## config.mk

```make
export PLATFORM = sky130hd
export DESIGN_NAME = vni_digit_pair_transcoder
export DESIGN_NICKNAME = d
export VERILOG_FILES = /design/src/sv/vdpt_pkg.sv /design/src/sv/vni_digit_pair_transcoder.sv /design/src/sv/vdpt_decode.sv /design/src/sv/vdpt_outq.sv
export VERILOG_INCLUDE_DIRS = /design/src /design/src/sv
export SDC_FILE = /design/constraint.sdc
export NUM_CORES = 1
export LEC_CHECK = 0
export ABC_CLOCK_PERIOD_IN_PS = 4920
export BUFFER_PORTS_ARGS = -buffer_cell sky130_fd_sc_hd__buf_2
export CAP_MARGIN = 20
export CORE_ASPECT_RATIO = 1.2
export CORE_MARGIN = 3
export CORE_UTILIZATION = 45
export CTS_CLUSTER_SIZE = 16
export DETAILED_ROUTE_END_ITERATION = 7
export GPL_TIMING_DRIVEN = 0
export SYNTH_ARGS = -nofsm -noshare
export SYNTH_HDL_FRONTEND = slang
export SYNTH_HIERARCHICAL = 1
export SYNTH_SLANG_ARGS = --single-unit
```

## constraint.sdc

```tcl
create_clock -name clk -period 4.92 [get_ports clk]
set_input_delay 0.492 -clock clk [delete_from_list [all_inputs] [get_ports clk]]
set_output_delay 0.492 -clock clk [all_outputs]
set_load 0.01 [all_outputs]
```

## src/sv/vni_digit_pair_transcoder_defines.svh

```systemverilog
// ----------------------------------------------------------------------------
// vni_digit_pair_transcoder_defines.svh
// Assertion macros shared by the transcoder RTL.
// ----------------------------------------------------------------------------
`ifndef VNI_DIGIT_PAIR_TRANSCODER_DEFINES_SVH
`define VNI_DIGIT_PAIR_TRANSCODER_DEFINES_SVH

`ifndef NO_ASSERTIONS

// Same-cycle implication, sampled on clk, off while arst_n is low.
`define VDPT_ASSERT_IMP(lbl, ante, cons) \
	lbl: assert property (@(posedge clk) disable iff (!arst_n) (ante) |-> (cons)) \
		else $error("assertion failed");

// Next-cycle implication, sampled on clk, off while arst_n is low.
`define VDPT_ASSERT_NXT(lbl, ante, cons) \
	lbl: assert property (@(posedge clk) disable iff (!arst_n) (ante) |=> (cons)) \
		else $error("assertion failed");

`else

`define VDPT_ASSERT_IMP(lbl, ante, cons)
`define VDPT_ASSERT_NXT(lbl, ante, cons)

`endif

`endif

```

## src/sv/vdpt_pkg.sv

```systemverilog
// ----------------------------------------------------------------------------
// vdpt_pkg
// Types, character codes and the pair table of the VNI digit-pair transcoder.
// ----------------------------------------------------------------------------
package vdpt_pkg;

	typedef struct packed {
		logic [7:0] in_byte;
		logic       end_of_text;
	} in_item_t;

	typedef struct packed {
		logic [7:0] out_byte;
		logic       last;
	} out_item_t;

	// Outcome of one request: up to two output bytes and the next held byte.
	typedef struct packed {
		logic [1:0] cnt;
		out_item_t  r0;
		out_item_t  r1;
		logic       hold_v;
		logic [7:0] hold_b;
	} step_t;

	localparam logic [7:0] CH_A   = 8'h61;
	localparam logic [7:0] CH_E   = 8'h65;
	localparam logic [7:0] CH_I   = 8'h69;
	localparam logic [7:0] CH_O   = 8'h6F;
	localparam logic [7:0] CH_U   = 8'h75;
	localparam logic [7:0] CH_Y   = 8'h79;
	localparam logic [7:0] CH_D   = 8'h64;
	localparam logic [7:0] CH_UD  = 8'h44;
	localparam logic [7:0] DIG_1  = 8'h31;
	localparam logic [7:0] DIG_5  = 8'h35;
	localparam logic [7:0] DIG_6  = 8'h36;
	localparam logic [7:0] DIG_7  = 8'h37;
	localparam logic [7:0] DIG_8  = 8'h38;
	localparam logic [7:0] DIG_9  = 8'h39;

	localparam logic [7:0] MK_A8  = 8'd128;
	localparam logic [7:0] MK_A6  = 8'd134;
	localparam logic [7:0] MK_E6  = 8'd140;
	localparam logic [7:0] MK_O7  = 8'd146;
	localparam logic [7:0] MK_O6  = 8'd152;
	localparam logic [7:0] MK_U7  = 8'd158;
	localparam logic [7:0] CD_D9  = 8'd249;
	localparam logic [7:0] CD_UD9 = 8'd250;
	localparam logic [7:0] A_TONE = 8'd164;
	localparam logic [7:0] E_TONE = 8'd169;
	localparam logic [7:0] U_TONE = 8'd210;
	localparam logic [7:0] NO_PAIR = 8'd0;

	function automatic logic is_mark(input logic [7:0] b);
		return b inside {MK_A8, MK_A6, MK_E6, MK_O7, MK_O6, MK_U7};
	endfunction

	function automatic logic may_start(input logic [7:0] b);
		return (b inside {CH_A, CH_E, CH_I, CH_O, CH_U, CH_Y, CH_D, CH_UD}) || is_mark(b);
	endfunction

	function automatic logic [7:0] i_tone(input logic [2:0] t);
		case (t)
			3'd0: return 8'd174;
			3'd1: return 8'd175;
			3'd2: return 8'd181;
			3'd3: return 8'd182;
			3'd4: return 8'd183;
			default: return NO_PAIR;
		endcase
	endfunction

	function automatic logic [7:0] o_tone(input logic [2:0] t);
		case (t)
			3'd0: return 8'd184;
			3'd1: return 8'd190;
			3'd2: return 8'd198;
			3'd3: return 8'd199;
			3'd4: return 8'd208;
			default: return NO_PAIR;
		endcase
	endfunction

	function automatic logic [7:0] y_tone(input logic [2:0] t);
		case (t)
			3'd0: return 8'd215;
			3'd1: return 8'd216;
			3'd2: return 8'd221;
			3'd3: return 8'd222;
			3'd4: return 8'd248;
			default: return NO_PAIR;
		endcase
	endfunction

	// Code of the pair (f, s); NO_PAIR when the pair is not in the table.
	function automatic logic [7:0] pair_code(input logic [7:0] f, input logic [7:0] s);
		logic       tone;
		logic [7:0] d;
		logic [7:0] tw;
		logic [7:0] res;
		tone = (s >= DIG_1) && (s <= DIG_5);
		d    = s - DIG_1;
		tw   = tone ? {5'd0, d[2:0]} : 8'd0;
		res  = NO_PAIR;
		if (is_mark(f)) begin
			res = tone ? (f + tw + 8'd1) : NO_PAIR;
		end else begin
			case (f)
				CH_A: begin
					if (s == DIG_8) res = MK_A8;
					else if (s == DIG_6) res = MK_A6;
					else if (tone) res = A_TONE + tw;
				end
				CH_E: begin
					if (s == DIG_6) res = MK_E6;
					else if (tone) res = E_TONE + tw;
				end
				CH_I: begin
					if (tone) res = i_tone(d[2:0]);
				end
				CH_O: begin
					if (s == DIG_7) res = MK_O7;
					else if (s == DIG_6) res = MK_O6;
					else if (tone) res = o_tone(d[2:0]);
				end
				CH_U: begin
					if (s == DIG_7) res = MK_U7;
					else if (tone) res = U_TONE + tw;
				end
				CH_Y: begin
					if (tone) res = y_tone(d[2:0]);
				end
				CH_D: begin
					if (s == DIG_9) res = CD_D9;
				end
				CH_UD: begin
					if (s == DIG_9) res = CD_UD9;
				end
				default: begin
					res = NO_PAIR;
				end
			endcase
		end
		return res;
	endfunction

endpackage

```

## src/sv/vni_digit_pair_transcoder.sv

```systemverilog
// ----------------------------------------------------------------------------
// vni_digit_pair_transcoder
// Replaces VNI letter+digit sequences in a byte stream with font codes.
// ----------------------------------------------------------------------------
//  channel  | handshake             | payload
//  ---------+-----------------------+----------------------------------
//  input    | in_valid / in_ready   | in_data  (in_byte, end_of_text)
//  output   | out_valid / out_ready | out_data (out_byte, last)
//
// One request per cycle is taken while the result queue holds at most one
// byte; the table lookup against the held byte is done in the accept cycle.
// A request yields zero, one or two bytes; the output sends at most one
// per cycle, so a two-byte request drops in_ready for the next cycle even
// when the output never stalls.
// Reset clears the held byte and empties the queue; no clearing pass.
// in_ready comes from the queue count only, never from out_ready.
// ----------------------------------------------------------------------------
`include "vni_digit_pair_transcoder_defines.svh"

module vni_digit_pair_transcoder (
	input  logic                clk,
	input  logic                arst_n,
	input  logic                in_valid,
	output logic                in_ready,
	input  vdpt_pkg::in_item_t  in_data,
	output logic                out_valid,
	input  logic                out_ready,
	output vdpt_pkg::out_item_t out_data
);
	import vdpt_pkg::*;

	logic       held_v_q;
	logic [7:0] held_b_q;
	logic       accept;
	logic       room2;
	step_t      step;

	assign accept   = in_valid && in_ready;
	assign in_ready = room2;

	vdpt_decode u_decode (
		.held_v (held_v_q),
		.held_b (held_b_q),
		.item   (in_data),
		.step   (step)
	);

	vdpt_outq u_outq (
		.clk       (clk),
		.arst_n    (arst_n),
		.push_cnt  (accept ? step.cnt : 2'd0),
		.push0     (step.r0),
		.push1     (step.r1),
		.room2     (room2),
		.out_valid (out_valid),
		.out_ready (out_ready),
		.out_data  (out_data)
	);

	always_ff @(posedge clk or negedge arst_n) begin
		if (!arst_n) begin
			held_v_q <= 1'b0;
			held_b_q <= 8'd0;
		end else if (accept) begin
			held_v_q <= step.hold_v;
			held_b_q <= step.hold_b;
		end
	end

	`VDPT_ASSERT_NXT(a_eot_flush, accept && in_data.end_of_text, !held_v_q)
	`VDPT_ASSERT_IMP(a_stall_has_data, !in_ready, out_valid)
	`VDPT_ASSERT_IMP(a_held_starts, held_v_q, may_start(held_b_q))

endmodule

```

## src/sv/vdpt_decode.sv

```systemverilog
// ----------------------------------------------------------------------------
// vdpt_decode
// Pairs the held byte with the incoming byte and decides what is emitted
// and what is held next.
// ----------------------------------------------------------------------------
module vdpt_decode (
	input  logic              held_v,
	input  logic [7:0]        held_b,
	input  vdpt_pkg::in_item_t item,
	output vdpt_pkg::step_t    step
);
	import vdpt_pkg::*;

	logic [7:0] code;
	logic       paired;
	logic       new_held;

	assign code     = pair_code(held_b, item.in_byte);
	assign paired   = held_v && (code != NO_PAIR);
	assign new_held = may_start(item.in_byte) && !item.end_of_text;

	always_comb begin
		step        = '0;
		step.hold_b = 8'd0;
		if (paired) begin
			if (is_mark(code) && !item.end_of_text) begin
				// A marked vowel may still take a tone digit.
				step.hold_v = 1'b1;
				step.hold_b = code;
			end else begin
				step.cnt = 2'd1;
				step.r0  = '{out_byte: code, last: item.end_of_text};
			end
		end else if (held_v) begin
			step.r0 = '{out_byte: held_b, last: 1'b0};
			if (new_held) begin
				step.cnt    = 2'd1;
				step.hold_v = 1'b1;
				step.hold_b = item.in_byte;
			end else begin
				step.cnt = 2'd2;
				step.r1  = '{out_byte: item.in_byte, last: item.end_of_text};
			end
		end else if (new_held) begin
			step.hold_v = 1'b1;
			step.hold_b = item.in_byte;
		end else begin
			step.cnt = 2'd1;
			step.r0  = '{out_byte: item.in_byte, last: item.end_of_text};
		end
	end

endmodule

```

## src/sv/vdpt_outq.sv

```systemverilog
// ----------------------------------------------------------------------------
// vdpt_outq
// Three-entry queue; takes up to two bytes per cycle, sends one if out_ready.
// ----------------------------------------------------------------------------
`include "vni_digit_pair_transcoder_defines.svh"

module vdpt_outq (
	input  logic                clk,
	input  logic                arst_n,
	input  logic [1:0]          push_cnt,
	input  vdpt_pkg::out_item_t push0,
	input  vdpt_pkg::out_item_t push1,
	output logic                room2,
	output logic                out_valid,
	input  logic                out_ready,
	output vdpt_pkg::out_item_t out_data
);
	import vdpt_pkg::*;

	out_item_t  q_q [3];
	out_item_t  q_nx [3];
	logic [1:0] cnt_q;
	logic       pop;
	logic [1:0] base;

	assign pop       = (cnt_q != 2'd0) && out_ready;
	assign out_valid = (cnt_q != 2'd0);
	assign out_data  = q_q[0];
	assign room2     = (cnt_q <= 2'd1);
	assign base      = cnt_q - {1'b0, pop};

	always_comb begin
		q_nx[0] = pop ? q_q[1] : q_q[0];
		q_nx[1] = pop ? q_q[2] : q_q[1];
		q_nx[2] = q_q[2];
		for (int i = 0; i < 3; i++) begin
			if ((push_cnt != 2'd0) && (base == 2'(i))) q_nx[i] = push0;
			if ((push_cnt == 2'd2) && (base + 2'd1 == 2'(i))) q_nx[i] = push1;
		end
	end

	always_ff @(posedge clk) begin
		for (int i = 0; i < 3; i++) begin
			q_q[i] <= q_nx[i];
		end
	end

	always_ff @(posedge clk or negedge arst_n) begin
		if (!arst_n) begin
			cnt_q <= 2'd0;
		end else begin
			cnt_q <= base + push_cnt;
		end
	end

	`VDPT_ASSERT_IMP(a_push_fits, push_cnt != 2'd0, cnt_q <= 2'd1)
	`VDPT_ASSERT_NXT(a_cnt_track, 1'b1,
		cnt_q == $past(cnt_q) - {1'b0, $past(pop)} + $past(push_cnt))
	`VDPT_ASSERT_IMP(a_push_max, 1'b1, push_cnt != 2'd3)

endmodule
```

Word-level counts from Yosys, hierarchy flattened
Memory sizes are Yosys's and may differ from the RTL's.
Cells that the tools add are included.

storage, ports and cells
  memories kept = 1
  word-level logic and storage cells = 128
  memory bits (writable) = 27
  bits in registers = 11
  output and inout port bits = 11

operators by class
  order comparisons = 3
  add/sub/neg operators = 9
  reductions and logical operators = 24
  multiplexer cells = 41
  eq/ne operators = 47

memory list
  memory      words  bits a word  read ports  clocked after memory_dff  write ports  RTL line         text
  u_outq.q_q  3      9            3           0                         3            vdpt_outq.sv:20  out_item_t q_q [3];

operator list
  operator               count
  $eq A8 B8 Y1 const B   18
  $eq A8 B7 Y1 const B   16
  $mux W8                16
  $mux W9                14
  $pmux W8 S5            3
  $pmux W8 S8            1
  $eq A8 B6 Y1 const B   4
  $add A8 B8 Y8 const A  3
  $mux W11               2
  $mux W10               2
  $reduce_bool A6 Y1     3
  $reduce_bool A8 Y1     2
  $logic_and A1 B1 Y1    12
  $add A8 B1 Y8 const B  1
  $add A8 B8 Y8          1
  $ge A8 B6 Y1 const B   1
  $le A8 B6 Y1 const B   1
  $eq A2 B2 Y1 const B   3
  $eq A3 B2 Y1 const B   2
  $eq A2 B1 Y1 const B   2
  $logic_not A2 Y1       2
  $mux W2                2
  $reduce_bool A2 Y1     2
  $eq A3 B1 Y1 const B   1
  other kinds (10)       10

Depth between registers and ports, before layout
Gate-level depths: netlist of run 1.

  word-level depth = 19
  mapped depth = 23

Hierarchy
Netlist of run 1, hierarchy kept.

modules (own cells, without submodules)
  module                     cells an instance  area each (µm²)  instances
  vdpt_decode                305                2034.5           1
  vdpt_outq                  158                1729.2           1
  vni_digit_pair_transcoder  21                 352.8            1

Worst setup path after synthesis of run 1
OpenSTA, ideal clock, no wires.

  kind = input to register
  start point = in in_data[1] (netlist bit)
  end point = mem u_outq/q_q[0][0] (netlist bit), enable pin
  required time = 4.541 ns
  stages = 22
  path buffers = 4
  data arrival time = 5.332 ns
  path slack = -0.790 ns
  setup time = 0.379 ns
  cell sequence = clkinv_1 -> ha_1 -> buf_2 -> xor2_2 -> a211oi_2 -> a21o_1 -> fa_1 -> xor2_1 -> xnor2_1 -> o221ai_1 -> a2111oi_2 -> nor3_1 -> nor3_1 -> o21a_2 -> a21oi_1 -> and3_2 -> buf_6 -> or3b_1 -> buf_2 -> nand2b_1 -> buf_2 -> o211ai_1

RTL lines
  item                RTL line                         text
  start: declaration  vni_digit_pair_transcoder.sv:25  input vdpt_pkg::in_item_t in_data,
  end: declaration    vdpt_outq.sv:20

==> flow_summary.yaml, run 1 <==
route:
  drtAntennaViolNets: 0
  vias: 4382
  route.detailed.drc: 0
  totalWireLength_um: 14700
  avgRoutedWirePerCell_um: 22.5
  routed_via_density: 6.70
  firstDrtPassIters: 6
  drtIter0Drc: 334
cells_and_area:
  multi_input_area_um2: 2910
  seqCellArea_um2: 1090
  num_antenna_cells: 0
  post-route-util_pct: 56.9
  syn_to_final_growth_pct: 20.9
  drive_gt1_share_pct: 27.9
  fillers: 813
  nets: 558
power_and_ir_drop:
  power.net_switching_w: 0.000632
  combPwrFrac_pct: 53.5
  irDropWorstVdd_v: 0.000150
  p_int_w: 0.000905
  power_leakage_nw: 1.90
  switching_share_pct: 41.1
  power_w: 0.00154
  clockPowerShare_pct: 13.3
  power_frac_seq_pct: 33.2
  power.density_nw_per_um2: 309
floorplanning:
  rows: 37
  chipWidth_um: 93.3
  start_util_pct: 47.0
  dieHeight_um: 111
  die-area_um2: 10300
  core_area_um2: 8750
  io_pins: 24
synth:
  async_reset_ff_share_pct: 28.9
  syn_inst: 484
  ys.warnings.count: 6
  ys_types: 82
  netlist_area_um2: 4120
  syn_avg_cell_area_um2: 8.51
  synth_fp_nets: 506
  synth_edf_count: 27
  synth_ff_type: "edfxtp_1"
  synth_seq_cells: 38
  seq_area_frac_synth_pct: 26.4
min_path:
  hold_path_class: "input port to async pin"
critical_path:
  cpLargestDelayFamily: "compound AO/OA/AOI/OAI gates"
  crit_path_frequent_cell: "o211ai_1"
  cp_max_fo: 6
  crit_start: "in_data[1]"
  reg2reg_from: "held_b_q[1]"
  cp-start-kind: "input port"
  crit_type: "input port to register"
  crit_path_cell_trace: "buf_12 > buf_4 > ha_2 > o211ai_1 > nor2_2 > fa_2 > o211ai_1 > o21ai_1 > xor2_1 > a2111o_1 > or3_4 > o21ai_4 > o21a_4 > a21oi_2 > and3_4 > or3b_4 > or2_4 > buf_8 > mux2_4"
  required_ps: 4960
  path_buf_inv: 3
  critPathSlowestCell: "a2111o_1"
  cpPeakStageDelay_ps: 460
  cp.arrival_ps: 4870
  worst_setup_path_end_kind: "register"
grt:
  grt_pass1_vias: 4518
  grtUsageTotal_pct: 29.2
  grt_max_degree: 12
  grt_pass1_wl_um: 23800
  antenna_found_initial: 0
  overflow: 0
sta:
  finalCritPeriodShare_pct: 98.1
  fin_crit_ps: 4830
  slew_headroom_pct: 45.7
  holdWs_ps: 59.2
  fin_skew_ps: 4.99
  slew_viol_final: 0
  worst_slew_pin_slew_ps: 807
  max_freq_ghz: 0.207
  timing_hold_violations_final: 0
  finalSetupViolCount: 0
  setup_ws_ps: 91.3
cts:
  htreeDepth: 2
  root_buffer: "clkbuf_8"
  cts.sinks: 38
  clkLatencyLatePin_ps: 290
  cts.path.max_buffers: 2
  cts_hold_buf: 0
  cts_tree: "yes"
  clk_pin_slew_ps: 70
  cts_inserted_buffers: 5
placed_design:
  finalWeightedCongestion: 1.06
  io_buffers: 20
  dpl.hpwl_um: 11000
  dp_slack_ps: -1640
job:
  maxCapViolations: 0
outcome:
  status: "completed"
==> per-layer routing <==
layer / track usage, % / wire (µm)
met2: 52.4 / 7660
met3: 4.21 / 858
met4: 19.6 / 1030
met1: 30.7 / 5200
met5: 0 / 0
==> path summary, 6_finish.rpt <==
| path | endpoint | slack [ps] | cells past startpoint |
|---|---|---|---|
| min in group clk | held_b_q[4] | 530 | 1 |
| max | u_outq/q_q[0][19] | 90 | 19 |
| max reg2reg | u_outq/q_q[0][19] | 130 | 17 |
| min | u_outq/cnt_q[1] | 60 | 1 |
| min reg2reg | held_b_q[4] | 530 | 1 |
| max in group asynchronous | held_v_q | 4650 | 1 |
==> flip-flops by register name, summed over array words and instances (netlist names) <==
name          count
held_b_q          8
held_v_q          1
u_outq/q_q       27
u_outq/cnt_q      2
==> stage by stage <==
stage	area [µm²]	instances	setup TNS, ps
floorplan	4240	484	-6080
global placement	4480	621	-73600
detailed placement	4480	621	-75440
CTS	4890	649	0
global route	4980	654	-65.3
finish	4980	654	0
==> Yosys cell counts (4+ instances only) <==
| master | n | area share (%) |
|---|---|---|
| o21ai_1 | 14 | 1.7 |
| nand4_1 | 6 | 0.91 |
| inv_1 | 13 | 1.2 |
| a31oi_1 | 18 | 2.7 |
| nand2_1 | 21 | 1.9 |
| nor2_1 | 29 | 2.6 |
| nand2b_1 | 9 | 1.4 |
| dfrtp_1 | 11 | 6.7 |
| edfxtp_1 | 27 | 20 |
| buf_4 | 9 | 1.6 |
| nor2b_1 | 5 | 0.76 |
| buf_1 | 7 | 0.64 |
| ha_1 | 8 | 2.4 |
| or2_2 | 4 | 0.61 |
| o211ai_1 | 8 | 1.5 |
| o21a_1 | 4 | 0.73 |
| buf_2 | 16 | 1.9 |
| mux2i_1 | 4 | 0.97 |
| nand3_1 | 20 | 2.4 |
| clkbuf_1 | 15 | 1.4 |
| mux2_4 | 9 | 3.3 |
| and2_1 | 4 | 0.61 |
| xor2_1 | 4 | 0.85 |
| mux2_2 | 9 | 2.5 |
| and3_1 | 7 | 1.1 |
| or3_1 | 6 | 0.91 |
| o21ai_0 | 22 | 2.7 |
| a211oi_1 | 5 | 0.91 |
| a21oi_1 | 13 | 1.6 |
| a22oi_1 | 9 | 1.6 |
| o22ai_1 | 4 | 0.61 |
| o2111ai_1 | 6 | 1.3 |
| xnor2_1 | 10 | 2.1 |
| nor4_1 | 10 | 1.5 |
| nand4b_1 | 10 | 2.1 |
| nor3_1 | 25 | 3.0 |
| nand3b_1 | 6 | 1.1 |
==> cell families after synthesis <==
group / after synthesis / synth area share (%)
AND/OR/NAND/NOR: 188 / 26.6
AO/OA/AOI/OAI: 146 / 25.8
buffers and inverters: 65 / 7.78
flip-flops: 38 / 26.4
multiplexers: 22 / 6.72
XOR/XNOR: 16 / 3.77
adder cells (fa/ha/maj): 9 / 2.92
==> power by group through the flow <==
stage                     Combinational [W]  Sequential, W  Clock (W)
after floorplan                    0.000546       0.000506          0
after global placement             0.000735       0.000515          0
after detailed placement           0.000741       0.000517          0
after CTS                          0.000824       0.000509   0.000209
after global routing               0.000890       0.000517   0.000224
final                              0.000822       0.000510   0.000205
==> cell type report <==
type                            count  share of cell area (%)
Inverter                           15                    1.81
Tap cell                          117                    2.94
Multi-Input combinational cell    381                    58.4
Timing Repair Buffer               51                    8.27
Buffer                             44                    5.13
Clock buffer                        8                    1.61
Sequential cell                    38                    21.8
==> cells in the final DEF (no fill, tap or decap), types with 5 or more instances in the layout <==
master,count
a31oi_1,18
mux2_2,9
o21ai_0,22
ha_1,6
clkbuf_1,13
nor4_1,9
nor2_1,28
mux2_4,9
dfrtp_1,11
buf_4,36
o211ai_1,8
a211oi_1,5
or3_1,5
nand2b_1,8
edfxtp_1,27
nand3b_1,6
nor3_1,24
buf_2,32
o21ai_1,13
nor2b_1,5
o2111ai_1,6
inv_1,11
xnor2_1,7
a22oi_1,9
clkbuf_8,6
nand4b_1,10
nand3_1,20
and3_1,7
a21oi_1,12
nand4_1,6
buf_1,5
nand2_1,20
==> repair_timing <==
item                                    CTS  global route
setup buffers                            23             8
endpoints found under the setup margin   55            54
gates cloned                              2             0
gates resized for setup                  28            15
pin swaps                                19            17
(Power assumes the default switching activity.)
==> run 2: changes to the inputs <==
CTS_BUF_LIST = sky130_fd_sc_hd__clkbuf_4 sky130_fd_sc_hd__clkbuf_8   (was not set)
==> run 2 against run 1 <==
Compared with the run above:
- core utilization is 0.13 points higher
- cell area is 0.23% higher
- combinational power hardly changed
- worst hold slack hardly changed
- setup slack worse by 1.1 ps
- clock skew hardly changed
==> flow_summary.yaml, run 2 (synthesis results as in run 1) <==
grt:
  grtUsageTotal_pct: 29.2
  overflow: 0
  grt_pass1_vias: 4518
  grt_max_degree: 12
  antenna_found_initial: 0
  grt_pass1_wl_um: 23800
cells_and_area:
  drive_gt1_share_pct: 28.5
  mostFrequentLayoutCells: "36 x buf_4, 32 x buf_2, 28 x nor2_1, 27 x edfxtp_1, 24 x nor3_1"
  syn_to_final_growth_pct: 21.2
  multi_input_area_um2: 2910
  final_common_cell: "buf_4"
  post-route-util_pct: 57.0
  registers.top_by_ff_count: "u_outq/q_q"
  seqCellArea_um2: 1090
  num_antenna_cells: 0
  fillers: 812
  largest_reg_flops: 27
  nets: 558
  top_regs: "u_outq/q_q (27), held_b_q (8), u_outq/cnt_q (2)"
  instances_no_fill: 654
critical_path:
  crit_path_frequent_cell: "o211ai_1"
  cp_max_fo: 6
  crit_path_cell_trace: "buf_12 > buf_4 > ha_2 > o211ai_1 > nor2_2 > fa_2 > o211ai_1 > o21ai_1 > xor2_1 > a2111o_1 > or3_4 > o21ai_4 > o21a_4 > a21oi_2 > and3_4 > or3b_4 > or2_4 > buf_8 > mux2_4"
  crit_start: "in_data[1]"
  cp.arrival_ps: 4870
  path_buf_inv: 3
  crit_type: "input port to register"
  cpPeakStageDelay_ps: 460
  required_ps: 4960
  reg2reg_from: "held_b_q[1]"
  cp-start-kind: "input port"
  critPathSlowestCell: "a2111o_1"
  cpLargestDelayFamily: "compound AO/OA/AOI/OAI gates"
  worst_setup_path_end_kind: "register"
floorplanning:
  io_pins: 24
  dieHeight_um: 111
  core_area_um2: 8750
  chipWidth_um: 93.3
  start_util_pct: 47.0
  rows: 37
  die-area_um2: 10300
cts:
  cts_tree: "yes"
  cts.path.max_buffers: 2
  cts_hold_buf: 0
  root_buffer: "clkbuf_8"
  cts.sinks: 38
  cts_inserted_buffers: 5
  clkLatencyLatePin_ps: 290
  clk_pin_slew_ps: 70
  htreeDepth: 2
route:
  routed_via_density: 6.65
  vias: 4352
  firstDrtPassIters: 6
  drtIter0Drc: 334
  route.detailed.drc: 0
  avgRoutedWirePerCell_um: 22.5
  drtAntennaViolNets: 0
  totalWireLength_um: 14700
sta:
  fin_crit_ps: 4830
  fin_skew_ps: 4.86
  finalCritPeriodShare_pct: 98.2
  slew_headroom_pct: 45.8
  timing_hold_violations_final: 0
  finalSetupViolCount: 0
  worst_slew_pin_slew_ps: 806
  slew_viol_final: 0
  max_freq_ghz: 0.207
placed_design:
  io_buffers: 20
  dpl.hpwl_um: 11000
  dp_cells: 621
  finalWeightedCongestion: 1.06
power_and_ir_drop:
  power_leakage_nw: 1.91
  irDropWorstVdd_v: 0.000150
  power.density_nw_per_um2: 311
  power_w: 0.00155
outcome:
  status: "completed"
min_path:
  hold_path_class: "input port to async pin"
job:
  maxCapViolations: 0
## run 2: cell counts in the layout (fill, tap and decap cells not counted)
Identical to the previous run, type by type.
## run 2: through the flow
stage | hold slack, ps | instance area (µm²) | TNS [ps] | setup slack (ps)
finish | 59.3 | 4990 | 0 | 90.1
global route | 71.4 | 4990 | -63.7 | -8.16
CTS | 62.1 | 4900 | 0 | 44.4
detailed placement | 374 | 4480 | -75440 | -1640
global placement | 371 | 4480 | -73600 | -1610
floorplan | 196 | 4240 | -6080 | -225
## run 2: final cells by class
cell class / count / area share, %
clock buffers: 8 / 1.83
repair buffers: 51 / 8.25
multi-input cells: 381 / 58.3
well taps: 117 / 2.94
flip-flops and latches: 38 / 21.8
plain buffers: 44 / 5.12
inverters: 15 / 1.81
## run 2: path summary, 6_finish.rpt
kind / end / slack [ps] / cells after the start
min in group clk: held_b_q[4] / 540 / 1
min reg2reg: held_b_q[4] / 540 / 1
max reg2reg: u_outq/q_q[0][19] / 130 / 17
min: u_outq/cnt_q[1] / 60 / 1
max in group asynchronous: held_v_q / 4650 / 1
max: u_outq/q_q[0][19] / 90 / 19
## run 2: where the power goes
| group | internal, W | switching (W) | total (W) |
|---|---|---|---|
| logic | 0.000328 | 0.000493 | 0.000821 |
| clock network | 0.000117 | 0.000105 | 0.000222 |
| registers | 0.000477 | 0.0000336 | 0.000510 |
## run 2: routing by layer
layer  global-route usage (%)  share of wire [%]
met5                        0                  0
met4                     19.6                6.8
met3                     4.21                5.9
met2                     52.4                 52
met1                     30.7                 36
## run 2: timing repair
| action | in CTS | in global routing |
|---|---|---|
| pin swaps | 19 | 17 |
| endpoints found under the setup margin | 55 | 54 |
| gates cloned | 2 | 0 |
| buffers inserted | 23 | 8 |
| gates resized for setup | 28 | 15 |
## run 2: worst reg2reg max path: cells and delay by family (launching register included)
family | cells | cell delay (ps)
simple gates | 7 | 2320
buf+inv | 4 | 710
compound gates | 5 | 780
flops | 1 | 440
mux | 1 | 300
